## src/hw/rtl/kcl_pkg.sv

```systemverilog
// Shared constants, codes and character tables for the keypad code lock.
package kcl_pkg;

    typedef logic [7:0] t_char;

    localparam int KCL_PIN_DIGITS = 4;
    localparam int KCL_LINE_MAX   = 48;

    localparam int TIMER_W = 13;
    localparam int LEN_W   = 6;
    localparam int PREFIX_LEN = 8;

    localparam logic [TIMER_W-1:0] TIMER_MAX = 13'd8191;
    localparam logic [LEN_W-1:0]   LEN_MAX   = 6'd63;

    localparam logic [TIMER_W-1:0] RST_INPUT_TIMEOUT = 13'd5000;
    localparam logic [TIMER_W-1:0] RST_ACCESS_TIME   = 13'd3000;
    localparam logic [TIMER_W-1:0] RST_BLINK_HALF    = 13'd250;

    // lock modes
    localparam logic [1:0] MODE_IDLE   = 2'd0;
    localparam logic [1:0] MODE_AWAIT  = 2'd1;
    localparam logic [1:0] MODE_ACCESS = 2'd2;

    // item kinds
    localparam logic [1:0] ACT_TICK   = 2'd0;
    localparam logic [1:0] ACT_BUTTON = 2'd1;
    localparam logic [1:0] ACT_KEY    = 2'd2;
    localparam logic [1:0] ACT_SERIAL = 2'd3;

    // configuration register indexes
    localparam logic [1:0] CFG_INPUT_TIMEOUT = 2'd0;
    localparam logic [1:0] CFG_ACCESS_TIME   = 2'd1;
    localparam logic [1:0] CFG_BLINK_HALF    = 2'd2;

    // serial parser phases
    localparam logic [1:0] PH_PREFIX = 2'd0;
    localparam logic [1:0] PH_OLD    = 2'd1;
    localparam logic [1:0] PH_NEW    = 2'd2;

    // event codes
    localparam logic [3:0] EV_NONE         = 4'd0;
    localparam logic [3:0] EV_AWAIT        = 4'd1;
    localparam logic [3:0] EV_TIMEOUT      = 4'd2;
    localparam logic [3:0] EV_WRONG_PIN    = 4'd3;
    localparam logic [3:0] EV_GRANTED      = 4'd4;
    localparam logic [3:0] EV_SESSION_END  = 4'd5;
    localparam logic [3:0] EV_PIN_UPDATED  = 4'd6;
    localparam logic [3:0] EV_NOT_IDLE     = 4'd7;
    localparam logic [3:0] EV_UNKNOWN_CMD  = 4'd8;
    localparam logic [3:0] EV_BAD_FORMAT   = 4'd9;
    localparam logic [3:0] EV_WRONG_LENGTH = 4'd10;
    localparam logic [3:0] EV_OLD_PIN_BAD  = 4'd11;
    localparam logic [3:0] EV_LINE_LONG    = 4'd12;

    localparam t_char CH_CR   = 8'h0D;
    localparam t_char CH_LF   = 8'h0A;
    localparam t_char CH_SEMI = 8'h3B;

    // "NEW PIN;"
    function automatic t_char prefix_char(input logic [2:0] idx);
        t_char c;
        case (idx)
            3'd0:    c = 8'h4E;
            3'd1:    c = 8'h45;
            3'd2:    c = 8'h57;
            3'd3:    c = 8'h20;
            3'd4:    c = 8'h50;
            3'd5:    c = 8'h49;
            3'd6:    c = 8'h4E;
            default: c = 8'h3B;
        endcase
        return c;
    endfunction

    // factory PIN "1772", repeated for longer PINs
    function automatic t_char default_pin_char(input logic [1:0] idx);
        t_char c;
        case (idx)
            2'd0:    c = 8'h31;
            2'd1:    c = 8'h37;
            2'd2:    c = 8'h37;
            default: c = 8'h32;
        endcase
        return c;
    endfunction

endpackage

```

## src/hw/rtl/keypad_code_lock_unit.sv

```systemverilog
// Keypad code lock: mode control, PIN check, timers and serial PIN-change parser.
// Takes one item per clock cycle with no gaps while the output takes results: an
// accepted item lands in an input register, then, once the output is free, one pass of
// compare/increment logic updates the lock state and loads the result register.
// The rate is set by that single state-update pass; the result register lets a new
// item enter while the previous result still waits on the output. Reset needs no
// clearing pass; the factory PIN "1772" is loaded by reset itself.
module keypad_code_lock_unit
    import kcl_pkg::*;
#(
    parameter int PIN_DIGITS = KCL_PIN_DIGITS,
    parameter int LINE_MAX   = KCL_LINE_MAX
) (
    input  logic               i_clk,
    input  logic               i_rst_n,
    input  logic               i_cfg_we,
    input  logic [1:0]         i_cfg_idx,
    input  logic [TIMER_W-1:0] i_cfg_data,
    input  logic               s_axis_tvalid,
    output logic               s_axis_tready,
    input  logic [15:0]        s_axis_tdata,   // key_char[7:0], rx_byte[15:8]
    input  logic [1:0]         s_axis_tuser,   // action[1:0]
    output logic               m_axis_tvalid,
    input  logic               m_axis_tready,
    output logic [15:0]        m_axis_tdata    // lock_mode_out[1:0], red_light[2],
                                               // green_light[3], key_flash[4],
                                               // event_code[8:5], zero[15:9]
);

    localparam int DC_W = $clog2(PIN_DIGITS + 1);
    localparam logic [LEN_W-1:0] LINE_LAST = LEN_W'(LINE_MAX - 1);
    localparam logic [LEN_W-1:0] PIN_LEN   = LEN_W'(PIN_DIGITS);
    localparam logic [DC_W-1:0]  DC_LAST   = DC_W'(PIN_DIGITS - 1);

    // configuration
    logic [TIMER_W-1:0] r_input_timeout, r_access_time, r_blink_half;

    // input stage
    logic       r_in_valid;
    logic [1:0] r_in_action;
    t_char      r_in_key, r_in_rx;

    // output stage
    logic        r_out_valid;
    logic [8:0]  r_out_data;

    // lock state
    logic [1:0]         r_lock_mode,   n_lock_mode;
    logic [TIMER_W-1:0] r_mode_timer,  n_mode_timer;
    logic [TIMER_W-1:0] r_blink_timer, n_blink_timer;
    logic               r_red_phase,   n_red_phase;
    logic [DC_W-1:0]    r_digit_count, n_digit_count;
    t_char              r_entered [PIN_DIGITS];
    t_char              n_entered [PIN_DIGITS];
    t_char              r_stored_pin [PIN_DIGITS];
    t_char              n_stored_pin [PIN_DIGITS];

    // parser state
    logic [LEN_W-1:0]   r_line_length, n_line_length;
    logic [1:0]         r_parse_phase, n_parse_phase;
    logic               r_prefix_ok,   n_prefix_ok;
    logic [LEN_W-1:0]   r_old_length,  n_old_length;
    logic               r_old_matches, n_old_matches;
    logic [LEN_W-1:0]   r_new_length,  n_new_length;
    t_char              r_new_digits [PIN_DIGITS];
    t_char              n_new_digits [PIN_DIGITS];

    logic       w_adv;
    logic       n_flash;
    logic [3:0] n_event;
    logic       w_same;

    assign w_adv         = r_in_valid && (!r_out_valid || m_axis_tready);
    assign s_axis_tready = !r_in_valid || w_adv;
    assign m_axis_tvalid = r_out_valid;
    assign m_axis_tdata  = {7'd0, r_out_data};

    always_ff @(posedge i_clk) begin
        if (!i_rst_n) begin
            r_input_timeout <= RST_INPUT_TIMEOUT;
            r_access_time   <= RST_ACCESS_TIME;
            r_blink_half    <= RST_BLINK_HALF;
        end else if (i_cfg_we) begin
            unique case (i_cfg_idx)
                CFG_INPUT_TIMEOUT: r_input_timeout <= i_cfg_data;
                CFG_ACCESS_TIME:   r_access_time   <= i_cfg_data;
                CFG_BLINK_HALF:    r_blink_half    <= i_cfg_data;
                default: ;
            endcase
        end
    end

    always_ff @(posedge i_clk) begin
        if (!i_rst_n) begin
            r_in_valid <= 1'b0;
        end else if (s_axis_tready) begin
            r_in_valid <= s_axis_tvalid;
        end
        if (s_axis_tvalid && s_axis_tready) begin
            r_in_action <= s_axis_tuser;
            r_in_key    <= s_axis_tdata[7:0];
            r_in_rx     <= s_axis_tdata[15:8];
        end
    end

    // full-PIN check: slots already held plus the key arriving now in the last slot
    always_comb begin
        w_same = 1'b1;
        for (int i = 0; i < PIN_DIGITS; i++) begin
            if (i == PIN_DIGITS - 1) begin
                if (r_in_key != r_stored_pin[i]) w_same = 1'b0;
            end else begin
                if (r_entered[i] != r_stored_pin[i]) w_same = 1'b0;
            end
        end
    end

    always_comb begin
        n_lock_mode   = r_lock_mode;
        n_mode_timer  = r_mode_timer;
        n_blink_timer = r_blink_timer;
        n_red_phase   = r_red_phase;
        n_digit_count = r_digit_count;
        n_entered     = r_entered;
        n_stored_pin  = r_stored_pin;
        n_line_length = r_line_length;
        n_parse_phase = r_parse_phase;
        n_prefix_ok   = r_prefix_ok;
        n_old_length  = r_old_length;
        n_old_matches = r_old_matches;
        n_new_length  = r_new_length;
        n_new_digits  = r_new_digits;
        n_flash       = 1'b0;
        n_event       = EV_NONE;

        case (r_in_action)
            ACT_TICK: begin
                if (r_lock_mode == MODE_AWAIT) begin
                    n_mode_timer  = (r_mode_timer == TIMER_MAX) ? TIMER_MAX
                                  : r_mode_timer + TIMER_W'(1);
                    n_blink_timer = (r_blink_timer == TIMER_MAX) ? TIMER_MAX
                                  : r_blink_timer + TIMER_W'(1);
                    if (n_blink_timer >= r_blink_half) begin
                        n_blink_timer = '0;
                        n_red_phase   = !r_red_phase;
                    end
                    if (n_mode_timer >= r_input_timeout) begin
                        n_lock_mode   = MODE_IDLE;
                        n_mode_timer  = '0;
                        n_blink_timer = '0;
                        n_digit_count = '0;
                        n_red_phase   = 1'b1;
                        n_event       = EV_TIMEOUT;
                    end
                end else if (r_lock_mode == MODE_ACCESS) begin
                    n_mode_timer = (r_mode_timer == TIMER_MAX) ? TIMER_MAX
                                 : r_mode_timer + TIMER_W'(1);
                    if (n_mode_timer >= r_access_time) begin
                        n_lock_mode   = MODE_IDLE;
                        n_mode_timer  = '0;
                        n_blink_timer = '0;
                        n_digit_count = '0;
                        n_red_phase   = 1'b1;
                        n_event       = EV_SESSION_END;
                    end
                end
            end
            ACT_BUTTON: begin
                if (r_lock_mode == MODE_IDLE) begin
                    n_lock_mode   = MODE_AWAIT;
                    n_mode_timer  = '0;
                    n_blink_timer = '0;
                    n_digit_count = '0;
                    n_red_phase   = 1'b1;
                    n_event       = EV_AWAIT;
                end
            end
            ACT_KEY: begin
                if (r_lock_mode == MODE_AWAIT) begin
                    n_flash = 1'b1;
                    for (int i = 0; i < PIN_DIGITS; i++) begin
                        if (r_digit_count == DC_W'(i)) n_entered[i] = r_in_key;
                    end
                    n_digit_count = r_digit_count + DC_W'(1);
                    if (r_digit_count >= DC_LAST) begin
                        n_mode_timer  = '0;
                        n_blink_timer = '0;
                        n_digit_count = '0;
                        if (w_same) begin
                            n_lock_mode = MODE_ACCESS;
                            n_red_phase = 1'b0;
                            n_event     = EV_GRANTED;
                        end else begin
                            n_lock_mode = MODE_IDLE;
                            n_red_phase = 1'b1;
                            n_event     = EV_WRONG_PIN;
                        end
                    end
                end
            end
            default: begin
                if (r_in_rx == CH_CR || r_in_rx == CH_LF) begin
                    if (r_line_length != '0) begin
                        // checks run in priority order
                        if (r_lock_mode != MODE_IDLE) begin
                            n_event = EV_NOT_IDLE;
                        end else if (r_parse_phase == PH_PREFIX || !r_prefix_ok) begin
                            n_event = EV_UNKNOWN_CMD;
                        end else if (r_parse_phase != PH_NEW) begin
                            n_event = EV_BAD_FORMAT;
                        end else if (r_old_length != PIN_LEN || r_new_length != PIN_LEN) begin
                            n_event = EV_WRONG_LENGTH;
                        end else if (!r_old_matches) begin
                            n_event = EV_OLD_PIN_BAD;
                        end else begin
                            n_stored_pin = r_new_digits;
                            n_event      = EV_PIN_UPDATED;
                        end
                        n_line_length = '0;
                        n_parse_phase = PH_PREFIX;
                        n_prefix_ok   = 1'b1;
                        n_old_length  = '0;
                        n_old_matches = 1'b1;
                        n_new_length  = '0;
                    end
                end else if (r_line_length >= LINE_LAST) begin
                    n_line_length = '0;
                    n_parse_phase = PH_PREFIX;
                    n_prefix_ok   = 1'b1;
                    n_old_length  = '0;
                    n_old_matches = 1'b1;
                    n_new_length  = '0;
                    n_event       = EV_LINE_LONG;
                end else begin
                    if (r_parse_phase == PH_PREFIX) begin
                        if (r_in_rx != prefix_char(r_line_length[2:0])) n_prefix_ok = 1'b0;
                        if (r_line_length >= LEN_W'(PREFIX_LEN - 1)) n_parse_phase = PH_OLD;
                    end else if (r_parse_phase == PH_OLD) begin
                        if (r_in_rx == CH_SEMI) begin
                            n_parse_phase = PH_NEW;
                        end else begin
                            for (int i = 0; i < PIN_DIGITS; i++) begin
                                if (r_old_length == LEN_W'(i) && r_in_rx != r_stored_pin[i])
                                    n_old_matches = 1'b0;
                            end
                            n_old_length = (r_old_length == LEN_MAX) ? LEN_MAX
                                         : r_old_length + LEN_W'(1);
                        end
                    end else begin
                        for (int i = 0; i < PIN_DIGITS; i++) begin
                            if (r_new_length == LEN_W'(i)) n_new_digits[i] = r_in_rx;
                        end
                        n_new_length = (r_new_length == LEN_MAX) ? LEN_MAX
                                     : r_new_length + LEN_W'(1);
                    end
                    n_line_length = (r_line_length == LEN_MAX) ? LEN_MAX
                                  : r_line_length + LEN_W'(1);
                end
            end
        endcase
    end

    // control and state
    always_ff @(posedge i_clk) begin
        if (!i_rst_n) begin
            r_out_valid   <= 1'b0;
            r_lock_mode   <= MODE_IDLE;
            r_mode_timer  <= '0;
            r_blink_timer <= '0;
            r_red_phase   <= 1'b1;
            r_digit_count <= '0;
            r_line_length <= '0;
            r_parse_phase <= PH_PREFIX;
            r_prefix_ok   <= 1'b1;
            r_old_length  <= '0;
            r_old_matches <= 1'b1;
            r_new_length  <= '0;
            for (int i = 0; i < PIN_DIGITS; i++) begin
                r_stored_pin[i] <= default_pin_char(2'(i));
            end
        end else begin
            if (w_adv) begin
                r_out_valid <= 1'b1;
            end else if (m_axis_tready) begin
                r_out_valid <= 1'b0;
            end
            if (w_adv) begin
                r_lock_mode   <= n_lock_mode;
                r_mode_timer  <= n_mode_timer;
                r_blink_timer <= n_blink_timer;
                r_red_phase   <= n_red_phase;
                r_digit_count <= n_digit_count;
                r_line_length <= n_line_length;
                r_parse_phase <= n_parse_phase;
                r_prefix_ok   <= n_prefix_ok;
                r_old_length  <= n_old_length;
                r_old_matches <= n_old_matches;
                r_new_length  <= n_new_length;
                r_stored_pin  <= n_stored_pin;
            end
        end
    end

    // payload registers, no reset
    always_ff @(posedge i_clk) begin
        if (w_adv) begin
            r_entered    <= n_entered;
            r_new_digits <= n_new_digits;
            r_out_data   <= {n_event, n_flash, (n_lock_mode == MODE_ACCESS),
                             n_red_phase, n_lock_mode};
        end
    end

`ifndef SYNTHESIS
    a_digit_bound: assert property (@(posedge i_clk) disable iff (!i_rst_n)
        r_digit_count <= DC_LAST)
        else $error("digit count beyond PIN length");

    a_digits_only_await: assert property (@(posedge i_clk) disable iff (!i_rst_n)
        r_lock_mode != MODE_AWAIT |-> r_digit_count == '0)
        else $error("digits held outside PIN entry");

    a_line_bound: assert property (@(posedge i_clk) disable iff (!i_rst_n)
        r_line_length <= LINE_LAST)
        else $error("serial line length beyond limit");

    a_item_held: assert property (@(posedge i_clk) disable iff (!i_rst_n)
        r_in_valid && r_out_valid && !m_axis_tready |=> r_in_valid && $stable(r_in_action))
        else $error("buffered item lost while output stalled");

    a_green_access: assert property (@(posedge i_clk) disable iff (!i_rst_n)
        r_out_valid |-> (r_out_data[3] == (r_out_data[1:0] == MODE_ACCESS))
                        && !(r_out_data[3] && r_out_data[2]))
        else $error("indicator drive inconsistent with mode");
`endif

endmodule

```

## config.mk

```make
export PLATFORM = sky130hd
export DESIGN_NAME = keypad_code_lock_unit
export DESIGN_NICKNAME = d
export VERILOG_FILES = /design/src/hw/rtl/kcl_pkg.sv /design/src/hw/rtl/keypad_code_lock_unit.sv
export SDC_FILE = /design/constraint.sdc
export NUM_CORES = 1
export LEC_CHECK = 0
export BUFFER_PORTS_ARGS = -buffer_cell sky130_fd_sc_hd__buf_2
export CORE_ASPECT_RATIO = 1.4
export CORE_UTILIZATION = 56
export DETAILED_ROUTE_END_ITERATION = 12
export PLACE_DENSITY = 0.76
export SYNTH_ARGS = -nofsm -noshare
export SYNTH_HDL_FRONTEND = slang
export SYNTH_SLANG_ARGS = --single-unit
```

## constraint.sdc

```tcl
create_clock -name i_clk -period 3.57 [get_ports i_clk]
set_input_delay 0.357 -clock i_clk [delete_from_list [all_inputs] [get_ports i_clk]]
set_output_delay 0.357 -clock i_clk [all_outputs]
set_load 0.005 [all_outputs]
```

==> results.ini <==
[outcome]
status = complete, no violations

[worst_setup_path]
startpoint = r_mode_timer[0]
cp_max_fo = 5
critPathCaptureType = flop
reg2reg_depth = 16
reg2reg_from = r_mode_timer[0]
criticalPathCategory = flop to flop
startpoint_type = flop
cp.required_ps = 3830
crit_arrival_ps = 3780

[power]
ir_drop_v = 0.0003177
power_density_nw_per_um2 = 413.5
p_leak_nw = 4.912
power_mw = 5.081

[routing]
vias = 8489
wl_per_cell_um = 17.84
antenna_left = 0
first_iter_violations = 601
vias_per_cell = 5.779
totalWireLength_mm = 26.21
drc = 0
first_pass_iters = 5

[sta]
clock_skew_ps = 9.607
fin_hold_ws_ps = 16.57
max-slew-margin-rel = 0.2485
max_freq_mhz = 284.1
worst_slack_ps = 50.29
min_period_over_period = 0.9859
tightestPinTransition_ps = 1122
report.final.slew_viol_count = 0
setup_viol = 0
fin_crit_ps = 3520
hold_violations = 0

[logic_synthesis]
yosys.area_share.xor_xnor = 0.06925
synth_edf_count = 83
synthArstFlopShare = 0
synthSimpleGateAreaFrac = 0.1888
ys_types = 65
synth_seq_cells = 210
synthAdderAreaFrac = 0.07798
synth_area_per_cell_um2 = 9.414
ys_warn_count = 0
synth.area.top_cells = dfxtp_1 24%, edfxtp_1 23%, ha_1 7.8%, nand2_1 7.3%, xnor2_1 6.0%
ys.flop_type = dfxtp_1
synth_top_family_by_area = simple AND/OR/NAND/NOR gates
syn_inst = 1142
synth_compound_area_frac = 0.1483
synth_area_leader_cell = dfxtp_1
synthMuxAreaShare = 0.002793
synth_area_um2 = 10750
yosysTopAreaCellShare = 0.2365
synth_seq_area_share = 0.4683

[cells_and_area]
drive_above_1_share = 0.1340
area_growth_pct = 14.28
final_util = 0.6578
n_fill_cell = 1469
nNetsFinal = 1313

[global_route]
grt_usage = 0.2648
grt_max_degree = 65
grt_overflow = 0
antenna_found_initial = 1
grt_pass1_wl_mm = 41.56
grt_pass1_vias = 8318

[cts]
clockBufferDepth = 3
clk_latency_ps = 510
holdBufCountCts = 0
cts_root_buffer = clkbuf_16
clk_pin_slew_ps = 60
cts.sinks = 210
cts_buffers = 22
h-tree-depth = 1
cts_tree = built

[floorplanning]
start_util = 0.5756
fp.dieArea_um2 = 19760
ios = 56
die_h_um = 165.9
fp-row-count = 59
die_x_um = 119.1
core_area_um2 = 18680

[place]
place.gp.congestion = 0.8792
pre_cts_ws_ps = -49.05
detailed_place_hpwl_mm = 18.45
io_buffers = 48

[worst_hold_path]
worstHoldStart = s_axis_tdata[6]
min_path_cells = 1
hp-class = input port to flop

[run]
maxCapViolCount = 0

cell usage in the layout, fill, tap and decap left out, types with 4 or more instances in the layout:
master,synthesis,final
a211oi_1,5,4
clkbuf_8,0,4
nor2_1,37,36
o21a_1,9,9
o21ai_0,30,28
xor2_1,11,11
clkbuf_16,0,24
dfxtp_1,127,124
a21o_1,7,7
clkinv_1,1,4
nand3_1,52,51
a21oi_1,41,39
a21boi_0,26,26
o211ai_1,22,22
a21boi_1,33,33
nand4_1,24,24
buf_2,8,48
buf_4,9,38
nand2_1,209,204
clkinv_2,0,4
nor4_1,6,6
a22o_1,12,12
clkbuf_1,37,4
ha_1,67,63
inv_1,59,58
a31oi_1,10,10
and3_1,18,15
nor2b_1,12,11
conb_1,1,7
nand2b_1,8,6
edfxtp_1,83,83
nor3_1,17,16
and2_1,17,17
o21ai_1,11,12
nand3b_1,5,5
xnor2_1,74,74
state kept, by name (all words and copies together), names as in the netlist, 9 cells and up:
signal	flops
r_stored_pin	32
r_out_data	9
r_access_time	13
r_entered	24
r_mode_timer	13
r_blink_timer	13
r_input_timeout	13
r_new_digits	32
r_blink_half	13
worst max-delay path: stages, from the launching register on:
cell	delay, ps
dfxtp_4	360
ha_4	150
nand2_4	50
nor3_4	180
and3_4	210
and3_4	210
nand2_4	80
buf_8	150
nand2_1	70
ha_1	260
and4_4	210
nor4b_1	140
a21o_1	210
or3_4	390
or3_1	310
a31oi_1	220
a21oi_1	70
routing by layer:
layer | global-route usage | share of wire
met3 | 0.03537 | 0.047
met1 | 0.2913 | 0.37
met5 | 0 | 0
met2 | 0.4831 | 0.53
met4 | 0.1502 | 0.052
cell type report:
type,count,area (um^2),area share
multi-input cells,823,5406,0.4401
repair buffers,90,596.8,0.04858
diodes,1,2.502,0.0002037
clock buffers,31,645.6,0.05255
well taps,244,305.3,0.02485
clock inverters,9,56.30,0.004583
inverters,61,229.0,0.01864
flip-flops and latches,210,5044,0.4105
Yosys cell counts (18+ instances only):
master,count
and3_1,18
o21ai_0,30
nor2_1,37
dfxtp_1,127
ha_1,67
xnor2_1,74
inv_1,59
o211ai_1,22
nand3_1,52
a21boi_0,26
clkbuf_1,37
a21oi_1,41
a21boi_1,33
edfxtp_1,83
nand4_1,24
nand2_1,209
logic make-up after synthesis:
kind of cell               count (synthesis)
and+or+nand+nor                          428
AOI/OAI and AO/OA                        233
DFF                                      210
buffers and inverters                    115
xor gates and xnor gates                  85
adders and majority gates                 67
muxes                                      3
other                                      1
report_power, final:
part           total (mW)  internal, mW  leakage, nW  switching [mW]
Combinational       0.309         0.119         2.77           0.189
Sequential           2.56          2.53         1.79          0.0283
Clock                2.21          1.26        0.348           0.946
path summary, 6_finish.rpt:
kind                       to  slack, ps
max reg2reg     r_out_data[2]         50
min               r_in_key[6]         20
max             r_out_data[2]         50
min reg2reg  r_stored_pin[24]        450
through the flow:
step / TNS [ps] / instance area [um^2] / instances
final: 0 / 12290 / 1469
after global placement: 0 / 11370 / 1419
after floorplan: 0 / 10820 / 1148
after detailed placement: -274.5 / 11370 / 1419
after global routing: -190.4 / 12280 / 1468
after CTS: 0 / 12080 / 1459
what timing repair did:
item                                    in CTS  in global routing
buffers inserted                             0                  8
pin swaps                                    1                  9
endpoints found under the setup margin      14                 30
gates cloned                                 0                  1
resized for setup                            1                 30
Note: power is estimated with default switching activity, not from simulation.
